===== src/hdl/chip8_instruction_core_top_defines.svh =====
// Assertion macros used by the instruction core controller.
// Expects clk and arst_n in the scope of each use.
`ifndef CHIP8_INSTRUCTION_CORE_TOP_DEFINES_SVH
`define CHIP8_INSTRUCTION_CORE_TOP_DEFINES_SVH

// Same-cycle implication, checked out of reset.
`define C8IC_ASSERT_NOW(lbl, a, b, msg) \
	lbl: assert property (@(posedge clk) disable iff (!arst_n) (a) |-> (b)) else $error(msg);

// Next-cycle implication, checked out of reset.
`define C8IC_ASSERT_NEXT(lbl, a, b, msg) \
	lbl: assert property (@(posedge clk) disable iff (!arst_n) (a) |=> (b)) else $error(msg);

`endif


===== src/hdl/c8ic_pkg.sv =====
// Types, codes and helper functions of the instruction core.
// No dependencies; used by the datapath, controller and top level of the core.
`default_nettype none

package c8ic_pkg;

	localparam logic [2:0] OP_WRITE   = 3'd0;
	localparam logic [2:0] OP_READ    = 3'd1;
	localparam logic [2:0] OP_EXEC    = 3'd2;
	localparam logic [2:0] OP_TICK    = 3'd3;
	localparam logic [2:0] OP_PIXEL   = 3'd4;
	localparam logic [2:0] OP_RESTART = 3'd5;

	localparam logic [1:0] ST_OK      = 2'd0;
	localparam logic [1:0] ST_ILLEGAL = 2'd1;
	localparam logic [1:0] ST_HALTED  = 2'd2;

	localparam int SCREEN_WIDTH  = 64;
	localparam int SCREEN_HEIGHT = 32;
	localparam int PIXELS        = SCREEN_WIDTH * SCREEN_HEIGHT;
	localparam int PIX_AW        = $clog2(PIXELS);

	localparam logic [11:0] START_PC = 12'h200;
	localparam logic [3:0]  REG_FLAG = 4'hF;

	localparam logic [3:0] MAJ_SYS  = 4'h0;
	localparam logic [3:0] MAJ_JP   = 4'h1;
	localparam logic [3:0] MAJ_CALL = 4'h2;
	localparam logic [3:0] MAJ_SE   = 4'h3;
	localparam logic [3:0] MAJ_SNE  = 4'h4;
	localparam logic [3:0] MAJ_LD   = 4'h6;
	localparam logic [3:0] MAJ_ADD  = 4'h7;
	localparam logic [3:0] MAJ_ALU  = 4'h8;
	localparam logic [3:0] MAJ_LDI  = 4'hA;
	localparam logic [3:0] MAJ_RND  = 4'hC;
	localparam logic [3:0] MAJ_DRW  = 4'hD;
	localparam logic [3:0] MAJ_KEY  = 4'hE;
	localparam logic [3:0] MAJ_MISC = 4'hF;

	localparam logic [11:0] NNN_CLS = 12'h0E0;
	localparam logic [11:0] NNN_RET = 12'h0EE;

	localparam logic [3:0] ALU_MOV = 4'h0;
	localparam logic [3:0] ALU_AND = 4'h2;
	localparam logic [3:0] ALU_XOR = 4'h3;
	localparam logic [3:0] ALU_ADD = 4'h4;
	localparam logic [3:0] ALU_SUB = 4'h5;
	localparam logic [3:0] ALU_SHR = 4'h6;
	localparam logic [3:0] ALU_SHL = 4'hE;

	localparam logic [7:0] KK_SKP   = 8'hA1;
	localparam logic [7:0] KK_LDDT  = 8'h07;
	localparam logic [7:0] KK_SETDT = 8'h15;
	localparam logic [7:0] KK_SND   = 8'h18;
	localparam logic [7:0] KK_ADDI  = 8'h1E;
	localparam logic [7:0] KK_FONT  = 8'h29;
	localparam logic [7:0] KK_BCD   = 8'h33;
	localparam logic [7:0] KK_STR   = 8'h55;
	localparam logic [7:0] KK_LDM   = 8'h65;

	typedef enum logic [4:0] {
		K_ILL, K_CLS, K_RET, K_JP, K_CALL, K_SE, K_SNE, K_LD, K_ADD,
		K_MOV, K_AND, K_XOR, K_ADDC, K_SUB, K_SHR, K_SHL, K_LDI, K_RND,
		K_DRW, K_SKP, K_LDDT, K_SETDT, K_NOP, K_ADDI, K_FONT, K_BCD,
		K_STR, K_LDM
	} kind_t;

	typedef enum logic [4:0] {
		C_NONE, C_CLR, C_MWR, C_MRD, C_MCAP, C_PRD, C_PCAP, C_TICK,
		C_RST, C_HALTD, C_F1, C_F2, C_F3, C_RX, C_RY, C_EXEC, C_CLS,
		C_DROW, C_DBYT, C_DPIX, C_DPW, C_DFIN, C_BCD, C_STR, C_LDR,
		C_LDW, C_RESP
	} cmd_t;

	typedef struct packed {
		logic take;
		cmd_t cmd;
	} ctl_t;

	typedef struct packed {
		logic  halted;
		kind_t kind;
		logic  out_busy;
		logic  clr_last;
		logic  cls_last;
		logic  bcd_last;
		logic  blk_last;
		logic  row_done;
		logic  pix_hit;
		logic  j_last;
	} sts_t;

	function automatic kind_t decode(input logic [15:0] ins);
		kind_t k;
		k = K_ILL;
		case (ins[15:12])
			MAJ_SYS: begin
				if (ins[11:0] == NNN_CLS) k = K_CLS;
				else if (ins[11:0] == NNN_RET) k = K_RET;
			end
			MAJ_JP:   k = K_JP;
			MAJ_CALL: k = K_CALL;
			MAJ_SE:   k = K_SE;
			MAJ_SNE:  k = K_SNE;
			MAJ_LD:   k = K_LD;
			MAJ_ADD:  k = K_ADD;
			MAJ_ALU: begin
				case (ins[3:0])
					ALU_MOV: k = K_MOV;
					ALU_AND: k = K_AND;
					ALU_XOR: k = K_XOR;
					ALU_ADD: k = K_ADDC;
					ALU_SUB: k = K_SUB;
					ALU_SHR: k = K_SHR;
					ALU_SHL: k = K_SHL;
					default: k = K_ILL;
				endcase
			end
			MAJ_LDI: k = K_LDI;
			MAJ_RND: k = K_RND;
			MAJ_DRW: k = K_DRW;
			MAJ_KEY: if (ins[7:0] == KK_SKP) k = K_SKP;
			MAJ_MISC: begin
				case (ins[7:0])
					KK_LDDT:  k = K_LDDT;
					KK_SETDT: k = K_SETDT;
					KK_SND:   k = K_NOP;
					KK_ADDI:  k = K_ADDI;
					KK_FONT:  k = K_FONT;
					KK_BCD:   k = K_BCD;
					KK_STR:   k = K_STR;
					KK_LDM:   k = K_LDM;
					default:  k = K_ILL;
				endcase
			end
			default: k = K_ILL;
		endcase
		return k;
	endfunction

	// sel 0 hundreds, 1 tens, otherwise ones
	function automatic logic [7:0] bcd_digit(input logic [7:0] v, input logic [1:0] sel);
		logic [1:0]  h;
		logic [7:0]  r;
		logic [14:0] m;
		logic [3:0]  t;
		logic [7:0]  o;
		h = (v >= 8'd200) ? 2'd2 : ((v >= 8'd100) ? 2'd1 : 2'd0);
		r = v - ((h == 2'd2) ? 8'd200 : ((h == 2'd1) ? 8'd100 : 8'd0));
		m = 15'(r) * 15'd205;
		t = m[14:11];
		o = r - 8'({4'd0, t} * 8'd10);
		case (sel)
			2'd0:    return {6'd0, h};
			2'd1:    return {4'd0, t};
			default: return o;
		endcase
	endfunction

endpackage

`default_nettype wire


===== src/hdl/c8ic_ctrl.sv =====
// Controller: sequences item handling and instruction execution as datapath commands.
// Depends on c8ic_pkg and the assertion macro header.
`default_nettype none
`include "chip8_instruction_core_top_defines.svh"

module c8ic_ctrl (
	input  logic           clk,
	input  logic           arst_n,
	input  logic           item_valid,
	input  logic [2:0]     item_opcode,
	output logic           ready,
	input  c8ic_pkg::sts_t sts,
	output c8ic_pkg::ctl_t ctl
);

	typedef enum logic [26:0] {
		S_CLR   = 27'd1 << 0,
		S_IDLE  = 27'd1 << 1,
		S_MWR   = 27'd1 << 2,
		S_MRD   = 27'd1 << 3,
		S_MCAP  = 27'd1 << 4,
		S_PRD   = 27'd1 << 5,
		S_PCAP  = 27'd1 << 6,
		S_TICK  = 27'd1 << 7,
		S_RST   = 27'd1 << 8,
		S_HALTD = 27'd1 << 9,
		S_F1    = 27'd1 << 10,
		S_F2    = 27'd1 << 11,
		S_F3    = 27'd1 << 12,
		S_RX    = 27'd1 << 13,
		S_RY    = 27'd1 << 14,
		S_EXEC  = 27'd1 << 15,
		S_CLS   = 27'd1 << 16,
		S_DROW  = 27'd1 << 17,
		S_DBYT  = 27'd1 << 18,
		S_DPIX  = 27'd1 << 19,
		S_DPW   = 27'd1 << 20,
		S_DFIN  = 27'd1 << 21,
		S_BCD   = 27'd1 << 22,
		S_STR   = 27'd1 << 23,
		S_LDR   = 27'd1 << 24,
		S_LDW   = 27'd1 << 25,
		S_RESP  = 27'd1 << 26
	} state_t;

	state_t state_q, state_d;

	assign ready = (state_q == S_IDLE);

	always_comb begin
		state_d  = state_q;
		ctl.take = ready && item_valid;
		ctl.cmd  = c8ic_pkg::C_NONE;
		case (state_q)
			S_CLR: begin
				ctl.cmd = c8ic_pkg::C_CLR;
				if (sts.clr_last) state_d = S_IDLE;
			end
			S_IDLE: begin
				if (item_valid) begin
					case (item_opcode)
						c8ic_pkg::OP_WRITE:   state_d = S_MWR;
						c8ic_pkg::OP_READ:    state_d = S_MRD;
						c8ic_pkg::OP_EXEC:    state_d = sts.halted ? S_HALTD : S_F1;
						c8ic_pkg::OP_TICK:    state_d = S_TICK;
						c8ic_pkg::OP_PIXEL:   state_d = S_PRD;
						c8ic_pkg::OP_RESTART: state_d = S_RST;
						default:              state_d = S_RESP;
					endcase
				end
			end
			S_MWR:   begin ctl.cmd = c8ic_pkg::C_MWR;   state_d = S_RESP; end
			S_MRD:   begin ctl.cmd = c8ic_pkg::C_MRD;   state_d = S_MCAP; end
			S_MCAP:  begin ctl.cmd = c8ic_pkg::C_MCAP;  state_d = S_RESP; end
			S_PRD:   begin ctl.cmd = c8ic_pkg::C_PRD;   state_d = S_PCAP; end
			S_PCAP:  begin ctl.cmd = c8ic_pkg::C_PCAP;  state_d = S_RESP; end
			S_TICK:  begin ctl.cmd = c8ic_pkg::C_TICK;  state_d = S_RESP; end
			S_RST:   begin ctl.cmd = c8ic_pkg::C_RST;   state_d = S_RESP; end
			S_HALTD: begin ctl.cmd = c8ic_pkg::C_HALTD; state_d = S_RESP; end
			S_F1:    begin ctl.cmd = c8ic_pkg::C_F1;    state_d = S_F2; end
			S_F2:    begin ctl.cmd = c8ic_pkg::C_F2;    state_d = S_F3; end
			S_F3:    begin ctl.cmd = c8ic_pkg::C_F3;    state_d = S_RX; end
			S_RX:    begin ctl.cmd = c8ic_pkg::C_RX;    state_d = S_RY; end
			S_RY:    begin ctl.cmd = c8ic_pkg::C_RY;    state_d = S_EXEC; end
			S_EXEC: begin
				ctl.cmd = c8ic_pkg::C_EXEC;
				case (sts.kind)
					c8ic_pkg::K_CLS: state_d = S_CLS;
					c8ic_pkg::K_DRW: state_d = S_DROW;
					c8ic_pkg::K_BCD: state_d = S_BCD;
					c8ic_pkg::K_STR: state_d = S_STR;
					c8ic_pkg::K_LDM: state_d = S_LDR;
					default:         state_d = S_RESP;
				endcase
			end
			S_CLS: begin
				ctl.cmd = c8ic_pkg::C_CLS;
				if (sts.cls_last) state_d = S_RESP;
			end
			S_DROW: begin
				ctl.cmd = c8ic_pkg::C_DROW;
				state_d = sts.row_done ? S_DFIN : S_DBYT;
			end
			S_DBYT: begin ctl.cmd = c8ic_pkg::C_DBYT; state_d = S_DPIX; end
			S_DPIX: begin
				ctl.cmd = c8ic_pkg::C_DPIX;
				if (sts.pix_hit) state_d = S_DPW;
				else if (sts.j_last) state_d = S_DROW;
			end
			S_DPW: begin
				ctl.cmd = c8ic_pkg::C_DPW;
				state_d = sts.j_last ? S_DROW : S_DPIX;
			end
			S_DFIN: begin ctl.cmd = c8ic_pkg::C_DFIN; state_d = S_RESP; end
			S_BCD: begin
				ctl.cmd = c8ic_pkg::C_BCD;
				if (sts.bcd_last) state_d = S_RESP;
			end
			S_STR: begin
				ctl.cmd = c8ic_pkg::C_STR;
				if (sts.blk_last) state_d = S_RESP;
			end
			S_LDR: begin ctl.cmd = c8ic_pkg::C_LDR; state_d = S_LDW; end
			S_LDW: begin
				ctl.cmd = c8ic_pkg::C_LDW;
				state_d = sts.blk_last ? S_RESP : S_LDR;
			end
			S_RESP: begin
				if (!sts.out_busy) begin
					ctl.cmd = c8ic_pkg::C_RESP;
					state_d = S_IDLE;
				end
			end
			default: state_d = S_IDLE;
		endcase
	end

	always_ff @(posedge clk or negedge arst_n) begin
		if (!arst_n) state_q <= S_CLR;
		else state_q <= state_d;
	end

	`C8IC_ASSERT_NEXT(a_take_leaves_idle, ctl.take, state_q != S_IDLE, "beat taken but still idle")
	`C8IC_ASSERT_NOW(a_no_take_in_clear, state_q == S_CLR, !ready, "ready during clearing pass")
	`C8IC_ASSERT_NEXT(a_resp_to_idle, (state_q == S_RESP) && !sts.out_busy, state_q == S_IDLE,
		"result loaded but no return to idle")
	`C8IC_ASSERT_NOW(a_no_exec_halted, ctl.cmd == c8ic_pkg::C_EXEC, !sts.halted,
		"instruction executed while halted")

endmodule

`default_nettype wire


===== config.mk =====
export PLATFORM = sky130hd
export DESIGN_NAME = c8ic_ctrl
export DESIGN_NICKNAME = d
export VERILOG_FILES = /design/src/hdl/c8ic_pkg.sv /design/src/hdl/c8ic_ctrl.sv
export VERILOG_INCLUDE_DIRS = /design/src /design/src/hdl
export SDC_FILE = /design/constraint.sdc
export NUM_CORES = 1
export LEC_CHECK = 0
export BUFFER_PORTS_ARGS = -buffer_cell sky130_fd_sc_hd__buf_2
export CAP_MARGIN = 10
export CORE_MARGIN = 5
export CORE_UTILIZATION = 55
export CTS_CLUSTER_SIZE = 25
export DETAILED_ROUTE_END_ITERATION = 10
export PLACE_DENSITY = 0.77
export SYNTH_ARGS = -nofsm -noshare
export SYNTH_HDL_FRONTEND = slang
export SYNTH_SLANG_ARGS = --single-unit

===== constraint.sdc =====
create_clock -name clk -period 2.35 [get_ports clk]
set_input_delay 0.3525 -clock clk [delete_from_list [all_inputs] [get_ports clk]]
set_output_delay 0.3525 -clock clk [all_outputs]
set_load 0.05 [all_outputs]

==> run summary <==
The run finished, with violations left. The final reports fail on negative hold slack, negative setup slack. The fmax is 341 MHz. During synthesis, Yosys emitted a total of 0 warnings. The number of antenna cells inserted came out at 0. Data on the critical path arrives at its endpoint at 2.58 ns.

The remaining global-route overflow came out at 0. The remaining antenna violation count is 0. The signal on the critical path passes through nor3_2 > nand4_2 > buf_12 > nor4_4 > nor4_4 > nand2_1 > or3_4 > buf_6. In this run the worst path has a maximum fanout of 5. Pin placement for this block handled 27 I/O pins.

The count of maximum capacitance violations is 0. The core region is 0.00334 sq mm. The number of flops mapped to enable cells by yosys is 0. The share of power burned in the clock network is 0.092. The largest registers in the layout are state_q x27. The post-route clock period utilization came out at 1.25. The worst-case IR drop observed on VDD is 619 uV. The sequential-to-total area share from yosys stat came out at 0.355. The routed length per instance came out at 24.1 um.

The cell with the largest stage delay on the worst path is sky130_fd_sc_hd__dfrtp_1. The endpoint required time on the critical path is 2.00 ns. Clock skew on the completed layout was measured at 0.0136 ns. More flip-flops sit in one register than any other, and that register is state_q.

The share of total power consumed by net switching is 0.464. The family with the most delay on the worst path is simple AND/OR/NAND/NOR gates. The count of port buffers added during placement came out at 26. The last weighted congestion value of the routability-driven placer is 1.01. The min-delay analysis places its worst path in the category in2async. The total power per unit cell area is 801 mW/mm^2.

The share of cells above drive strength 1 came out at 0.527. The number of global-route vias before repair came to 2,192. The worst setup slack before clock tree synthesis is -0.192 ns. The number of hold-slack violations in the final timing report is 18.

The number of max-slew violations in the final report is 0. The share of synthesized registers carrying an async set or reset is 1.00. The placed instance area came out at 0.00259 sq mm. TritonCTS built the clock tree. In this run the static leakage power is 1.40 nW. The overall power of the completed layout is 2.48 mW. STA classifies the critical path startpoint as a flip-flop. The worst setup path is captured at an output port. The synthesis-stage register bit count is 27. The fill cell total of the finished layout came out at 120. Counting the buffers created by CTS gives 3. Synthesis instantiated 54 different standard cells from the library. The cell count after synthesis came out at 204. The full die area is 0.00474 sq mm. The final design instance area without fill is 0.00310 sq mm. For this configuration, the core starts out at a cell density of 0.571.

CTS built an H-tree with a depth of 1. The top cell type's share of synthesized area is 0.341. The wire length of the first global-routing pass came out at 10,500 um. The hold slack came out at -0.0217 ns. For this run, the detailed router's first-pass iteration total came to 7. The row count is 21. Setup repair after global routing could not meet its margin everywhere.

After detailed routing, no signal wire sits above met4. The transition time of the tightest slew-check pin is 0.749 ns. The most common cell after layout, fill and taps aside is sky130_fd_sc_hd__buf_4. For this design, the sink count on the clock tree is 27. Detailed placement finished with a half-perimeter wire length of 4590 um. The largest buffer count on any clock path is 2. In this run the worst setup path begins at state_q[24]. The insertion delay of the later-clocked pin in the worst-skew pair is 0.35 ns. The horizontal die dimension came out at 68.9 um. The met1 wire length came out at 2940 um. The sum of buffers and inverters on the critical path is 2. The worst setup slack after layout came out at -0.584 ns. The share of total power dissipated in combinational logic is 0.699.

The post-synth net total is 224. The reported net switching power came out at 1.15 mW. The internal power of the cells totals 1.33 mW. The initial antenna violation count is 0. The cell that appears most often on the critical path is sky130_fd_sc_hd__nor4_4.

The pin count of the biggest net entering global routing came out at 28. After detailed routing, the number of remaining DRC violations is 0. Detailed routing placed a total of 1010 um of wire on met3. The biggest cell delay along the critical path is 0.47 ns. The overall routed net length is 8640 um. The cell type contributing the most total cell area after synthesis is sky130_fd_sc_hd__dfrtp_1. The die outline height is 68.9 um. The average instance in the mapped netlist occupies 9.34 sq um. Clock-pin slew was measured on the worst setup and hold paths at 0.17 ns. The startpoint identified for the worst register-to-register timing path is state_q[24].

The number of flip-flops under the largest register name came out at 27. The number of cells in the finished layout apart from fillers is 359. The top cell types in the final layout, fill and taps aside, are sky130_fd_sc_hd__buf_4, sky130_fd_sc_hd__dfrtp_1, sky130_fd_sc_hd__buf_2. After synthesis the cells add up to 0.00191 sq mm. Sorting the synthesized cells by area gives the leading types as sky130_fd_sc_hd__dfrtp_1, sky130_fd_sc_hd__nor4_4, sky130_fd_sc_hd__nor4_1. The leading register cell type out of synthesis is sky130_fd_sc_hd__dfrtp_1. Summing over every cut layer, the via total after detailed routing is 2,498. The area growth from synthesis to layout is 62.6%. The number of setup violations in the final report came out at 19.

The per-cell via count in the routed design is 6.96. In the detailed route, the total length drawn on met2 is 3960 um. Subtracting the final worst setup slack from the clock period gives 2.93 ns. The layout net count came out at 334. In the global route stage, overall resource usage came out at 0.304.

The share of total power in sequential cells is 0.209. The number of placed instances, taps included is 334. The headroom to the max-slew limit is 0.500. The critical path is of the reg2out type.

Clock tree synthesis selected as its root buffer the cell sky130_fd_sc_hd__clkbuf_4. For this block, the initial DRC count from the detailed router was 300.
-- routing by layer --
layer | track usage | up-vias
met4 | 0.156 | 0
met3 | 0.0470 | 95
met1 | 0.373 | 1149
met2 | 0.513 | 242
met5 | 0 | -
li1 | - | 1012
-- cells in the mapped netlist (5+ instances only) --
master and instances:
sky130_fd_sc_hd__nand3_1 8, sky130_fd_sc_hd__inv_1 5, sky130_fd_sc_hd__nand4_1 6, sky130_fd_sc_hd__dfrtp_1 26
sky130_fd_sc_hd__nand2_1 21, sky130_fd_sc_hd__nor4_1 16, sky130_fd_sc_hd__nor3_1 12, sky130_fd_sc_hd__nand2b_1 9
sky130_fd_sc_hd__nor4_4 6, sky130_fd_sc_hd__xnor2_1 7, sky130_fd_sc_hd__nand4b_1 5, sky130_fd_sc_hd__nor2_1 18
-- layout make-up --
| type | instances | area, sq um | area share |
|---|---|---|---|
| Timing Repair Buffer | 107 | 856 | 0.276 |
| Inverter | 5 | 22.5 | 0.00727 |
| Multi-Input combinational cell | 170 | 1450 | 0.469 |
| Clock buffer | 4 | 26.3 | 0.00848 |
| Sequential cell | 27 | 682 | 0.220 |
| Tap cell | 46 | 57.6 | 0.0186 |
-- power groups by stage --
stage / clock network [mW] / registers [mW] / logic, mW
3_3_place_gp: 0 / 0.526 / 1.09
3_5_place_dp: 0 / 0.526 / 1.12
2_1_floorplan: 0 / 0.527 / 0.682
6_report: 0.229 / 0.518 / 1.73
4_1_cts: 0.214 / 0.517 / 1.34
5_1_grt: 0.234 / 0.518 / 1.80
-- logic make-up (layout without fill, tap and decap cells) --
logic type             count (synthesis)  in the layout  share of synthesized area
AO/OA/AOI/OAI                         24             24                     0.0926
flip-flops                            27             27                      0.355
XOR/XNOR                               9              9                     0.0414
buffers and inverters                  7            116                     0.0197
AND/OR/NAND/NOR                      137            137                      0.491
-- repair_timing --
item | 4_1_cts | 5_1_grt
setup endpoints to repair | 9 | 14
hold buffers | 0 | 0
pin swaps | 10 | 15
resized for setup | 41 | 28
hold endpoints to repair | 0 | 0
setup buffers | 5 | 18
-- worst paths after layout --
kind | to | slack [ns] | cells past startpoint
worst max-delay path | ctl[0] | -0.58 | 8
worst min-delay path | state_q[6] | -0.02 | 1
worst max register to register | state_q[10] | -0.20 | 10
worst min register to register | state_q[13] | 0.65 | 2
max in group asynchronous | state_q[21] | 1.94 | 1
min in group clk | state_q[10] | 0.17 | 2
-- through the flow --
stage	TNS (ns)	hold slack, ns	util
3_5_place_dp	-0.388	0.395	0.778
6_report	-4.65	-0.0217	0.928
5_1_grt	-6.67	0.0443	0.928
4_1_cts	-1.81	0.0195	0.851
2_1_floorplan	-0.233	0.0569	-
3_3_place_gp	-0.342	0.395	0.778
Note: power is estimated with default switching activity, not from simulation.
